`src/design/assert_macros.svh`:
```
// ----------------------------------------------------------------------------
// assert_macros.svh
// Assertion helpers for the coincidence window design files (used by cfcw_engine).
// ----------------------------------------------------------------------------
`ifndef ASSERT_MACROS_SVH
`define ASSERT_MACROS_SVH

`ifndef SYNTHESIS

// property must hold at every clock edge outside reset
`define CFCW_ASSERT(lbl, clk, rst, prop) \
  lbl: assert property (@(posedge clk) disable iff (rst) prop) \
    else $error("assertion failed");

// expression must never be true outside reset
`define CFCW_NEVER(lbl, clk, rst, expr) \
  lbl: assert property (@(posedge clk) disable iff (rst) !(expr)) \
    else $error("forbidden condition seen");

`else

`define CFCW_ASSERT(lbl, clk, rst, prop)
`define CFCW_NEVER(lbl, clk, rst, expr)

`endif

`endif

```
`src/design/cfcw_fifo.sv`:
```
// ----------------------------------------------------------------------------
// cfcw_fifo
// Small register queue between the front end, the engine and the result port.
// ----------------------------------------------------------------------------
module cfcw_fifo #(
  parameter int W     = 8,
  parameter int DEPTH = 2
) (
  input  logic         clk,
  input  logic         rst,
  input  logic         push,
  input  logic [W-1:0] wdata,
  output logic         full,
  input  logic         pop,
  output logic [W-1:0] rdata,
  output logic         empty
);

  localparam int PW = (DEPTH > 1) ? $clog2(DEPTH) : 1;
  localparam int NW = $clog2(DEPTH + 1);

  logic [W-1:0]  slots [DEPTH];
  logic [PW-1:0] wr_ptr;
  logic [PW-1:0] rd_ptr;
  logic [NW-1:0] fill;
  logic          do_wr;
  logic          do_rd;

  assign full  = (fill == NW'(DEPTH));
  assign empty = (fill == '0);
  assign do_wr = push && !full;
  assign do_rd = pop && !empty;
  assign rdata = slots[rd_ptr];

  // storage
  always_ff @(posedge clk) begin
    if (do_wr) begin
      slots[wr_ptr] <= wdata;
    end
  end

  // pointers and fill level
  always_ff @(posedge clk) begin
    if (rst) begin
      wr_ptr <= '0;
      rd_ptr <= '0;
      fill   <= '0;
    end else begin
      if (do_wr) begin
        wr_ptr <= (wr_ptr == PW'(DEPTH - 1)) ? '0 : wr_ptr + 1'b1;
      end
      if (do_rd) begin
        rd_ptr <= (rd_ptr == PW'(DEPTH - 1)) ? '0 : rd_ptr + 1'b1;
      end
      if (do_wr && !do_rd) begin
        fill <= fill + 1'b1;
      end else if (do_rd && !do_wr) begin
        fill <= fill - 1'b1;
      end
    end
  end

endmodule

```
`config.mk`:
```
export PLATFORM = sky130hd
export DESIGN_NAME = cfcw_fifo
export DESIGN_NICKNAME = d
export VERILOG_FILES = /design/src/design/assert_macros.svh /design/src/design/cfcw_fifo.sv
export SDC_FILE = /design/constraint.sdc
export NUM_CORES = 1
export LEC_CHECK = 0
export BUFFER_PORTS_ARGS = -buffer_cell sky130_fd_sc_hd__buf_2
export CORE_MARGIN = 2
export CORE_UTILIZATION = 48
export DETAILED_ROUTE_END_ITERATION = 12
export GPL_TIMING_DRIVEN = 0
export PLACE_DENSITY = 0.79
export SYNTH_ARGS = -nofsm -noshare
export SYNTH_HDL_FRONTEND = slang
export SYNTH_SLANG_ARGS = --single-unit
```
`constraint.sdc`:
```
create_clock -name clk -period 1.7 [get_ports clk]
set_input_delay 0.085 -clock clk [delete_from_list [all_inputs] [get_ports clk]]
set_output_delay 0.085 -clock clk [all_outputs]
set_load 0.01 [all_outputs]
```
Word-level counts from Yosys, hierarchy flattened

Memories as Yosys holds them, arrays and structs flattened. A register that Yosys moved wholly into a read port is not among the register bits.
Cells that the tools add are included.

Logic and storage cells: 27
Memories kept: 1
Input port bits: 12
Register bits after elaboration: 4
RAM bits: 16

Reduce and logical (&&, ||, !) cells: 10
Mux-type cells: 8
Equality and inequality tests: 1
Add/subtract/negate cells: 4

Memory list:

| name  | words | width | read ports | clocked after memory_dff | write ports | RTL line        | text |
|---|---|---|---|---|---|---|---|
| slots | 2     | 8     | 1          | 1                        | 1           | cfcw_fifo.sv:22 | `logic [W-1:0] slots [DEPTH];` |

Operator list:

| operator                                                           | number |
|---|---|
| 1-bit 2-to-1 mux                                                   | 6 |
| 1-bit logical AND                                                  | 4 |
| 1-bit logical NOT                                                  | 4 |
| 2-bit 2-to-1 mux                                                   | 2 |
| 1-bit adder, second input constant                                 | 2 |
| 2-bit by 1-bit adder with 2-bit output, second input constant      | 1 |
| 2-bit == test, second input constant                               | 1 |
| 2-bit logical NOT                                                  | 1 |
| 2-bit nonzero test                                                 | 1 |
| 2-bit by 1-bit subtractor with 2-bit output, second input constant | 1 |

Logic depth before layout (Yosys ltp)

Gate-level depths: netlist of run 1.

Depth in word-level cells: 7
Depth in mapped cells: 6

Least setup slack after synthesis of run 1

OpenSTA, ideal clock, no wires.

Path kind: register to register
Start point: register fill[1]
End point: register fill[1]
Data arrival time: 1,422 ps
Path slack: 208 ps
Required time: 1,630 ps
Clock period less this slack: 1,492 ps
Cell stages (with the launch flop): 6
Buffers on the path: 0
Path through: dfxtp_1 > nor2b_2 > nor2_1 > ha_1 > or3_1 > a21oi_1

Longest elaborated chain between the ends: 6
Elaborated cells on any way between the ends: 15

RTL lines:

| element                             | RTL line        | text |
|---|---|---|
| from (decl)                         | cfcw_fifo.sv:25 | `logic [NW-1:0] fill;` |
| from (signal assigned)              | cfcw_fifo.sv:56 | `fill <= fill + 1'b1;` |
| from (signal assigned)              | cfcw_fifo.sv:58 | `fill <= fill - 1'b1;` |
| 2-bit == test (*)                   | cfcw_fifo.sv:29 | `assign full = (fill == NW'(DEPTH));` |
| via full                            | cfcw_fifo.sv:13 | `output logic full,` |
| 1-bit logical NOT (*)               | cfcw_fifo.sv:31 | `assign do_wr = push && !full;` |
| 1-bit logical AND (*)               | cfcw_fifo.sv:31 |  |
| 1-bit logical NOT                   | cfcw_fifo.sv:57 | `end else if (do_rd && !do_wr) begin` |
| 1-bit logical AND                   | cfcw_fifo.sv:57 |  |
| 2-bit nonzero test (no source line) | --              |  |

Mark *: on every way through the listed nets, which the timed path passes. The rest lies on a longest branch. The select of a mux whose other input is x is not followed.
A chain may end at the register's enable or synchronous reset.

Worst setup path in the final report of run 1

Start point: register fill[1]
End point: register fill[1]

Longest elaborated chain between the ends: 6
Elaborated cells on any way between the ends: 15

RTL lines:

| element                                                                 | RTL line |
|---|---|
| 2-bit == test or 2-bit logical NOT (tied branches)                      | cfcw_fifo.sv:29, cfcw_fifo.sv:30 |
| 1-bit logical NOT (on tied branches)                                    | cfcw_fifo.sv:31, cfcw_fifo.sv:32 |
| 1-bit logical AND (on tied branches)                                    | cfcw_fifo.sv:31, cfcw_fifo.sv:32 |
| 1-bit logical NOT (on tied branches)                                    | cfcw_fifo.sv:57, cfcw_fifo.sv:55 |
| 1-bit logical AND (on tied branches)                                    | cfcw_fifo.sv:57, cfcw_fifo.sv:55 |
| 2-bit nonzero test (no source line) or 2-bit 2-to-1 mux (tied branches) | -- |

Parallel ways exist; a longest one is shown, timed or not. The select of a mux whose other input is x is not followed.

==> flow_metrics.tcl, run 1 <==
set metrics [dict create \
    outcome "finished clean" \
    vias 496 \
    p_leak_nw 0.4214 \
    synth-seq-area-share_pct 73.19 \
    drc 0 \
    fin_skew_ns 0.002737 \
    grt_pass1_wl_mm 1.938 \
    ff_latch_area_um2 583.1 \
    timing.hold.ws_ns 0.1765 \
    ioPinCount 22 \
    numPortBuffers 21 \
    grt_pass1_vias 466 \
    h-tree-depth 1 \
    route.antenna.remaining_nets 0 \
    grt_max_degree 12 \
    clock_latency_ns 0.29 \
    fin_tns_setup_ns 0 \
    rows 14 \
    synth_cell_type_count 13 \
    antenna_found_initial 0 \
    diodes 0 \
    dieArea_um2 1994 \
    coreArea_um2 1524 \
    worstSetupPathType "flop to flop" \
    initial_utilization_pct 52.05 \
    grt-ovfl-total 0 \
    die_y_um 44.65 \
    fmax_ghz 0.6468 \
    drtIter0Drc 9 \
    endpoint_kind "flop" \
    postCtsSetupRepairBufs 0 \
    max-cap-violations 0 \
    rsz0062_at_grt "false" \
    firstDrtPassIters 3 \
    synth.net_count 63 \
    clockBufferDepth 2 \
    tightest_slew_ns 0.3896 \
    start_kind "flop" \
    hp-class "input port to flop" \
    multi_input_area_um2 200.2 \
    vias_per_cell 4.960 \
    finalHoldViolCount 0 \
    cts.clk_slew.worst_paths_ns 0.10 \
    gp_congestion 0.6312 \
    p_per_area_nw_per_um2 1332 \
    drt_wl_total_mm 1.303 \
    synth_area_um2 793.3 \
    fin_nets 98 \
    yosys_warnings 0 \
    fin_crit_sh_pct 90.94 \
    setup_viol 0 \
    arrival_ns 1.77 \
    cts_tree "yes" \
    root_buffer "clkbuf_4" \
    clock_sinks 21 \
    ir_drop_uv 699.2 \
    avgSynthCellArea_um2 15.87 \
    numCtsBuffers 3 \
    fin_util_pct 68.06 \
    finalCriticalPeriod_ns 1.546 \
    fill_cells 121 \
    slew_headroom_pct 74.02 \
    drive_above_1_share_pct 42.86 \
    worstPathMaxFanout 5 \
    grt.total_usage_pct 15.13 \
    area_growth_pct 30.76 \
    worstPathRequired_ns 1.92 \
    synth_cells 50 \
    slew_violations 0 \
    wl_per_cell_um 13.03 \
    synth-seq-cells 21 \
    die_x_um 44.65 \
]
==> stage by stage <==
step / setup slack, ns / cells / cell area, um2 / power, mW
after detailed placement: 0.06022 / 87 / 918.4 / 1.148
after CTS: 0.03642 / 100 / 1035 / 1.390
after floorplan: 0.2081 / 50 / 793.3 / 1.001
after global placement: 0.1613 / 87 / 918.4 / 1.127
final: 0.1540 / 100 / 1037 / 1.382
after global routing: 0.02739 / 100 / 1037 / 1.477
==> cell families after synthesis <==
logic type / Yosys count / synth area share, %
compound gates: 5 / 3.154
xor+xnor: 3 / 3.313
fa+ha+maj: 1 / 1.577
buf+inv: 3 / 1.577
flops: 21 / 73.19
mux: 8 / 11.36
simple gates: 9 / 5.837
==> cell usage after synthesis <==
master | count | area share (%)
a21oi_1 | 2 | 1.3
and2_1 | 1 | 0.79
buf_2 | 1 | 0.63
dfxtp_1 | 5 | 13
edfxtp_1 | 16 | 61
ha_1 | 1 | 1.6
inv_1 | 2 | 0.95
mux2_2 | 8 | 11
nor2_1 | 5 | 2.4
nor2b_2 | 1 | 1.1
o21ai_0 | 3 | 1.9
or3_1 | 2 | 1.6
xor2_1 | 3 | 3.3
==> layout by cell type (no fill, tap or decap) <==
cell / netlist / final
nor2b_2: 1 / 1
or3_1: 2 / 2
buf_2: 1 / 22
edfxtp_1: 16 / 16
o21ai_0: 3 / 2
nor2_1: 5 / 5
clkbuf_4: 0 / 3
inv_1: 2 / 2
dfxtp_1: 5 / 3
o21ai_1: 0 / 1
xor2_1: 3 / 3
dfxtp_2: 0 / 2
and2_1: 1 / 1
clkbuf_1: 0 / 1
ha_1: 1 / 1
mux2_2: 8 / 8
a21oi_1: 2 / 2
dlygate4sd3_1: 0 / 9
==> per-layer routing <==
metal	share of wire, %	GRT usage, %	up-vias
li1	-	-	251
met1	41	14.71	229
met2	55	26.38	16
met3	3.7	4.898	0
met4	0	10.91	0
met5	0	0	-
==> critical path, stage by stage, from the launching register on <==
cell and delay [ns]:
dfxtp_2 0.37, nor2b_2 0.18, nor2_1 0.07, ha_1 0.31
or3_1 0.39, a21oi_1 0.15
==> flip-flops by register name, indices dropped and copies added (netlist names), named ones only <==
signal	count
slots	16
fill	2
rd_ptr	1
wr_ptr	1
==> where the power goes <==
part	total, mW	switching (mW)	internal (mW)
logic	0.451	0.230	0.222
clock network	0.225	0.134	0.0912
registers	0.705	0.0458	0.659
total	1.38	0.409	0.972
==> worst paths after layout <==
check                        from  cells past startpoint                    to  slack, ns
max          fill[1]$_SDFFE_PP0P_                      5  fill[1]$_SDFFE_PP0P_       0.15
min                          push                      4   wr_ptr$_SDFFE_PP0N_       0.18
max reg2reg  fill[1]$_SDFFE_PP0P_                      5  fill[1]$_SDFFE_PP0P_       0.15
min reg2reg   rd_ptr$_SDFFE_PP0P_                      2   rd_ptr$_SDFFE_PP0P_       0.52
==> layout make-up <==
class	count	share of cell area (%)
repair buffers	30	18.82
well taps	16	1.930
clock buffers	4	2.533
flip-flops and latches	21	56.21
multi-input cells	26	19.30
inverters	2	0.7238
plain buffers	1	0.4825
==> timing repair <==
item,4_1_cts,5_1_grt
hold buffers,9,0
setup endpoints to repair,0,1
hold endpoints to repair,21,0
gates resized for setup,0,3
No activity file was read; power rests on OpenSTA's default activity.
==> inputs of run 2 (changes only) <==
ABC_AREA = 1   (was not set)
CORE_UTILIZATION = 49   (was 48)
PLACE_DENSITY = 0.8   (was 0.79)
==> run 2 against run 1 <==
Compared with the run above: register-to-register slack is essentially flat; critical endpoint is now slots[0][7]$_DFFE_PP_; highest routed layer is now met4; largest power group unchanged; non-clock buffer count is 1 lower; synthesized area rose by 4.4%; largest cell class unchanged; routed wire length is essentially flat; critical path type unchanged.
==> flow_metrics.tcl, run 2 <==
set metrics [dict create \
    synth_edf_count 16 \
    root_buffer "clkbuf_4" \
    async_reset_ff_share_pct 0 \
    grt_pass1_wl_mm 2.042 \
    max_stage_delay_ns 0.55 \
    synthMostInstantiatedCell "edfxtp_1" \
    dieArea_um2 2035 \
    dpl.hpwl_um 928.5 \
    final_common_cell "buf_2" \
    ir_drop_uv 701.3 \
    yosys_warnings 0 \
    post-synth-top-area-fraction_pct 58.01 \
    synth-seq-area-share_pct 70.09 \
    antenna_found_initial 0 \
    synth-seq-cells 21 \
    worstPathRequired_ns 1.64 \
    synth.net_count 75 \
    switching_share_pct 31.38 \
    vias_per_cell 4.937 \
    synth.area.top_cells "edfxtp_1 (58%), dfxtp_1 (12%), mux2_2 (11%), nor2_1 (4.1%), inv_1 (3.2%)" \
    firstDrtPassIters 4 \
    slew_violations 0 \
    fin_nets 109 \
    largestRegisters "slots x16, fill x2" \
    synth_cells 62 \
    rsz0062_at_grt "false" \
    die_x_um 45.12 \
    layoutNonFillerInstCount 111 \
    pwr-share-seq_pct 51.0 \
    rows 14 \
    initial_utilization_pct 53.73 \
    regMostFlops "slots" \
    hp-class "input port to flop" \
    die_y_um 45.12 \
    max-cap-violations 0 \
    route.antenna.remaining_nets 0 \
    coreArea_um2 1541 \
    numCtsBuffers 3 \
    clock_sinks 21 \
    slew_headroom_pct 53.55 \
    diodes 0 \
    fin_util_pct 68.83 \
    finalCriticalPeriod_ns 1.561 \
    switchingPower_mw 0.4355 \
    setup_viol 0 \
    gp_congestion 0.6631 \
    drive_above_1_share_pct 41.05 \
    crit_chain "o21ai_2, nor2_1" \
    worstSetupPathType "flop to flop" \
    p_per_area_nw_per_um2 1308 \
    synth_cell_type_count 16 \
    fill_cells 128 \
    synthFlopType "edfxtp_1" \
    synth_area_um2 828.3 \
    grt_max_degree 13 \
    fin_crit_sh_pct 91.82 \
    yosysTopAreaCell "edfxtp_1" \
    grt-ovfl-total 0 \
    tightest_slew_ns 0.6942 \
    area_growth_pct 28.10 \
    vias 548 \
    reg2reg_setup_slack_ns 0.14 \
    cts_tree "yes" \
    p_comb_share_pct 32.6 \
    start_kind "flop" \
    internal-power_mw 0.9523 \
    place_inst 99 \
    numPortBuffers 21 \
    endpoint_kind "flop" \
    ioPinCount 22 \
    outcome "finished clean" \
    wl_per_cell_um 11.73 \
    dpl_cell_area_um2 953.4 \
    drt_wl_total_mm 1.302 \
    drtIter0Drc 8 \
    grt_pass1_vias 538 \
    layout_common_cells "buf_2 (22), edfxtp_1 (16), nor2_1 (9)" \
    fmax_ghz 0.6406 \
    cp_slowest_cell "nor2_1" \
    synth_commonest_cells "edfxtp_1 (16), nor2_1 (9), mux2_2 (8)" \
    final_area_um2 1061 \
    postCtsSetupRepairBufs 0 \
    finalHoldViolCount 0 \
    fin_ws_ns 0.1390 \
    avgSynthCellArea_um2 13.36 \
    clock_latency_ns 0.29 \
    fin_skew_ns 0.003381 \
    arrival_ns 1.50 \
    largest_reg_flops 16 \
    drc 0 \
    fin_tns_setup_ns 0 \
    p_leak_nw 0.4469 \
    pre_cts_ws_ns 0.1117 \
    h-tree-depth 1 \
    worstPathMaxFanout 8 \
    grt.total_usage_pct 14.66 \
    clockBufferDepth 2 \
    pwr-share-clk_pct 16.4 \
    cts.clk_slew.worst_paths_ns 0.11 \
]
-- run 2: power groups by stage --
stage	registers (mW)	clock network, mW	logic, mW
after floorplan	0.709	0	0.315
after CTS	0.709	0.238	0.461
after detailed placement	0.723	0	0.444
after global routing	0.720	0.259	0.511
final	0.708	0.227	0.452
after global placement	0.716	0	0.429
-- run 2: worst max-delay path, delay by kind of cell (launching register included) --
| kind | cells | cell delay [ns] |
|---|---|---|
| flip-flops | 1 | 0.51 |
| AND/OR/NAND/NOR | 1 | 0.55 |
| AO/OA/AOI/OAI | 1 | 0.14 |
-- run 2: final timing paths --
path                             start                    end  cells past startpoint
setup / recovery  fill[0]$_SDFFE_PP0P_  slots[0][7]$_DFFE_PP_                      2
hold / removal                     rst   fill[1]$_SDFFE_PP0P_                      4
setup reg to reg  fill[0]$_SDFFE_PP0P_  slots[0][7]$_DFFE_PP_                      2
hold reg to reg    wr_ptr$_SDFFE_PP0N_    wr_ptr$_SDFFE_PP0N_                      2
-- run 2: per-layer routing --
layer | up-vias | global-route usage (%) | wire length [um]
li1 | 279 | - | -
met1 | 256 | 13.33 | 537
met2 | 11 | 28.29 | 705
met3 | 2 | 3.600 | 47
met4 | 0 | 8.824 | 11
met5 | - | 0 | 0
-- run 2: cells by family (layout without fill, tap and decap cells) --
logic type,after synthesis,count (layout),synth area share [%]
AND/OR/NAND/NOR,16,16,8.307
flip-flops,21,21,70.09
adder cells (fa/ha/maj),1,1,1.510
buffers and inverters,10,43,4.683
AO/OA/AOI/OAI,6,6,4.531
multiplexers,8,8,10.88
-- run 2: area by class of cell --
class | count | area [um2] | area share [%]
inverters | 9 | 33.78 | 3.184
flip-flops and latches | 21 | 580.6 | 54.72
well taps | 16 | 20.02 | 1.887
plain buffers | 1 | 5.005 | 0.4717
multi-input cells | 31 | 209.0 | 19.69
clock buffers | 3 | 22.52 | 2.123
clock inverters | 1 | 5.005 | 0.4717
repair buffers | 29 | 185.2 | 17.45
-- run 2: timing repair --
| action | CTS | global route |
|---|---|---|
| hold buffers | 8 | 0 |
| setup endpoints to repair | 0 | 0 |
| hold endpoints to repair | 16 | 0 |
| gates resized for setup | 0 | 0 |
-- run 2: per-stage QoR --
| step | hold WS [ns] | power, mW |
|---|---|---|
| CTS | 0.05762 | 1.408 |
| finish | 0.06750 | 1.388 |
| global route | 0.06546 | 1.490 |
| floorplan | 0.1839 | 1.024 |
| global placement | 0.2737 | 1.145 |
| detailed placement | 0.2781 | 1.167 |
==> inputs of run 3 (changes only) <==
GPL_TIMING_DRIVEN = 1   (was 0)
==> run 3 against run 2 <==
Compared with the run above: die area unchanged; register-to-register slack gained 0.12 ns; sequential share of layout area fell by 0.45 points; critical path depth did not move; hold slack lost 0.0019 ns; clock skew grew 0.0024 ns; core utilization increased by 0.57 points; largest power group unchanged.
==> flow_metrics.tcl, run 3 (synthesis gave the netlist of run 2 again) <==
set metrics [dict create \
    dieArea_um2 2035 \
    max-cap-violations 0 \
    dpl.hpwl_um 978.9 \
    die_x_um 45.12 \
    fin_skew_ns 0.005805 \
    layoutNonFillerInstCount 112 \
    clock_latency_ns 0.30 \
    finalHoldViolCount 0 \
    slew_violations 0 \
    fin_tns_setup_ns 0 \
    finalCriticalPeriod_ns 1.440 \
    cts.clk_slew.worst_paths_ns 0.11 \
    vias_per_cell 4.911 \
    antenna_found_initial 0 \
    slew_headroom_pct 77.42 \
    gp_congestion 0.6569 \
    outcome "finished clean" \
    drive_above_1_share_pct 40.63 \
    arrival_ns 1.36 \
    vias 550 \
    diodes 0 \
    setup_viol 0 \
    area_growth_pct 29.15 \
    clockBufferDepth 2 \
    endpoint_kind "primary output" \
    timing.hold.ws_ns 0.06560 \
    fin_crit_sh_pct 84.71 \
    grt.total_usage_pct 15.70 \
    drt_wl_total_mm 1.355 \
    p_per_area_nw_per_um2 1313 \
    worstPathRequired_ns 1.62 \
    ir_drop_uv 825.2 \
    place_inst 100 \
    layout_common_cells "buf_2 (21), edfxtp_1 (16), nor2_1 (9)" \
    drc 0 \
    largest_reg_flops 16 \
    grt_max_degree 12 \
    grt_pass1_vias 553 \
    cts_tree "yes" \
    rsz0062_at_grt "false" \
    grt_pass1_wl_mm 2.152 \
    numCtsBuffers 3 \
    grt-ovfl-total 0 \
    drtIter0Drc 0 \
    initial_utilization_pct 53.73 \
    numPortBuffers 21 \
    firstDrtPassIters 1 \
    postCtsSetupRepairBufs 0 \
    start_kind "flop" \
    coreArea_um2 1541 \
    worstHoldStart "rst" \
    p_leak_nw 0.4495 \
    regMostFlops "slots" \
    ioPinCount 22 \
    final_common_cell "buf_2" \
    wl_per_cell_um 12.10 \
    hp-class "input port to flop" \
    rr_startpoint "fill[1]$_SDFFE_PP0P_" \
    die_y_um 45.12 \
    largestRegisters "slots x16, fill x2" \
    rows 14 \
    fmax_ghz 0.6944 \
    clock_sinks 21 \
    fin_nets 110 \
    root_buffer "clkbuf_4" \
    h-tree-depth 1 \
    cts_resized 0 \
    tightest_slew_ns 0.3382 \
    worstPathMaxFanout 8 \
    worstSetupPathType "flop to primary output" \
    route.antenna.remaining_nets 0 \
]
## run 3: cell count changes in the layout (fill, tap and decap cells not counted)
cell	change
buf_4	+2
buf_2	-1
clkbuf_1	+1
clkinv_2	-1
## run 3: path summary, 6_finish.rpt
path / cells after the start / slack, ns / end
worst min-delay path: 4 / 0.07 / fill[1]$_SDFFE_PP0P_
worst max-delay path: 2 / 0.26 / rdata[2]
worst min register to register: 2 / 0.52 / wr_ptr$_SDFFE_PP0N_
worst max register to register: 9 / 0.26 / fill[1]$_SDFFE_PP0P_
## run 3: timing repair
item | in CTS | in global routing
endpoints found under the setup margin | 0 | 0
hold endpoints to repair | 16 | 0
hold buffers | 8 | 0
## run 3: final cells by class
type | count | area (um2)
Clock buffer | 4 | 26.28
Fill cell | 122 | 471.7
Inverter | 9 | 33.78
Multi-Input combinational cell | 31 | 209.0
Sequential cell | 21 | 580.6
Tap cell | 16 | 20.02
Timing Repair Buffer | 31 | 200.2
## run 3: per-stage QoR
step                      total power, mW  setup slack, ns  util [%]  cell area [um2]
after floorplan                     1.024           0.3788         -            828.3
after global placement              1.154           0.3504     62.50            963.4
after detailed placement            1.177           0.2898     62.50            963.4
after CTS                           1.420           0.2333     69.40             1070
after global routing                1.506          0.06405     69.40             1070
final                               1.405           0.2599     69.40             1070
## run 3: per-layer routing
layer	track usage [%]	vias to the layer above	share of wire, %
met5	0	-	0
met4	8.824	0	2.0
met3	3.600	2	4.2
met2	29.14	13	55
met1	15.82	255	39
li1	-	280	-
## run 3: power breakdown
group / switching [mW] / leakage, nW / internal (mW)
Sequential: 0.0722 / 0.191 / 0.654
Clock: 0.140 / 0.0150 / 0.0915
Combinational: 0.229 / 0.244 / 0.217
Total: 0.442 / 0.449 / 0.963
## run 3: critical path, cell delays in order (launching register included)
cell	delay, ns
dfxtp_1	0.54
mux2_2	0.38
buf_2	0.14
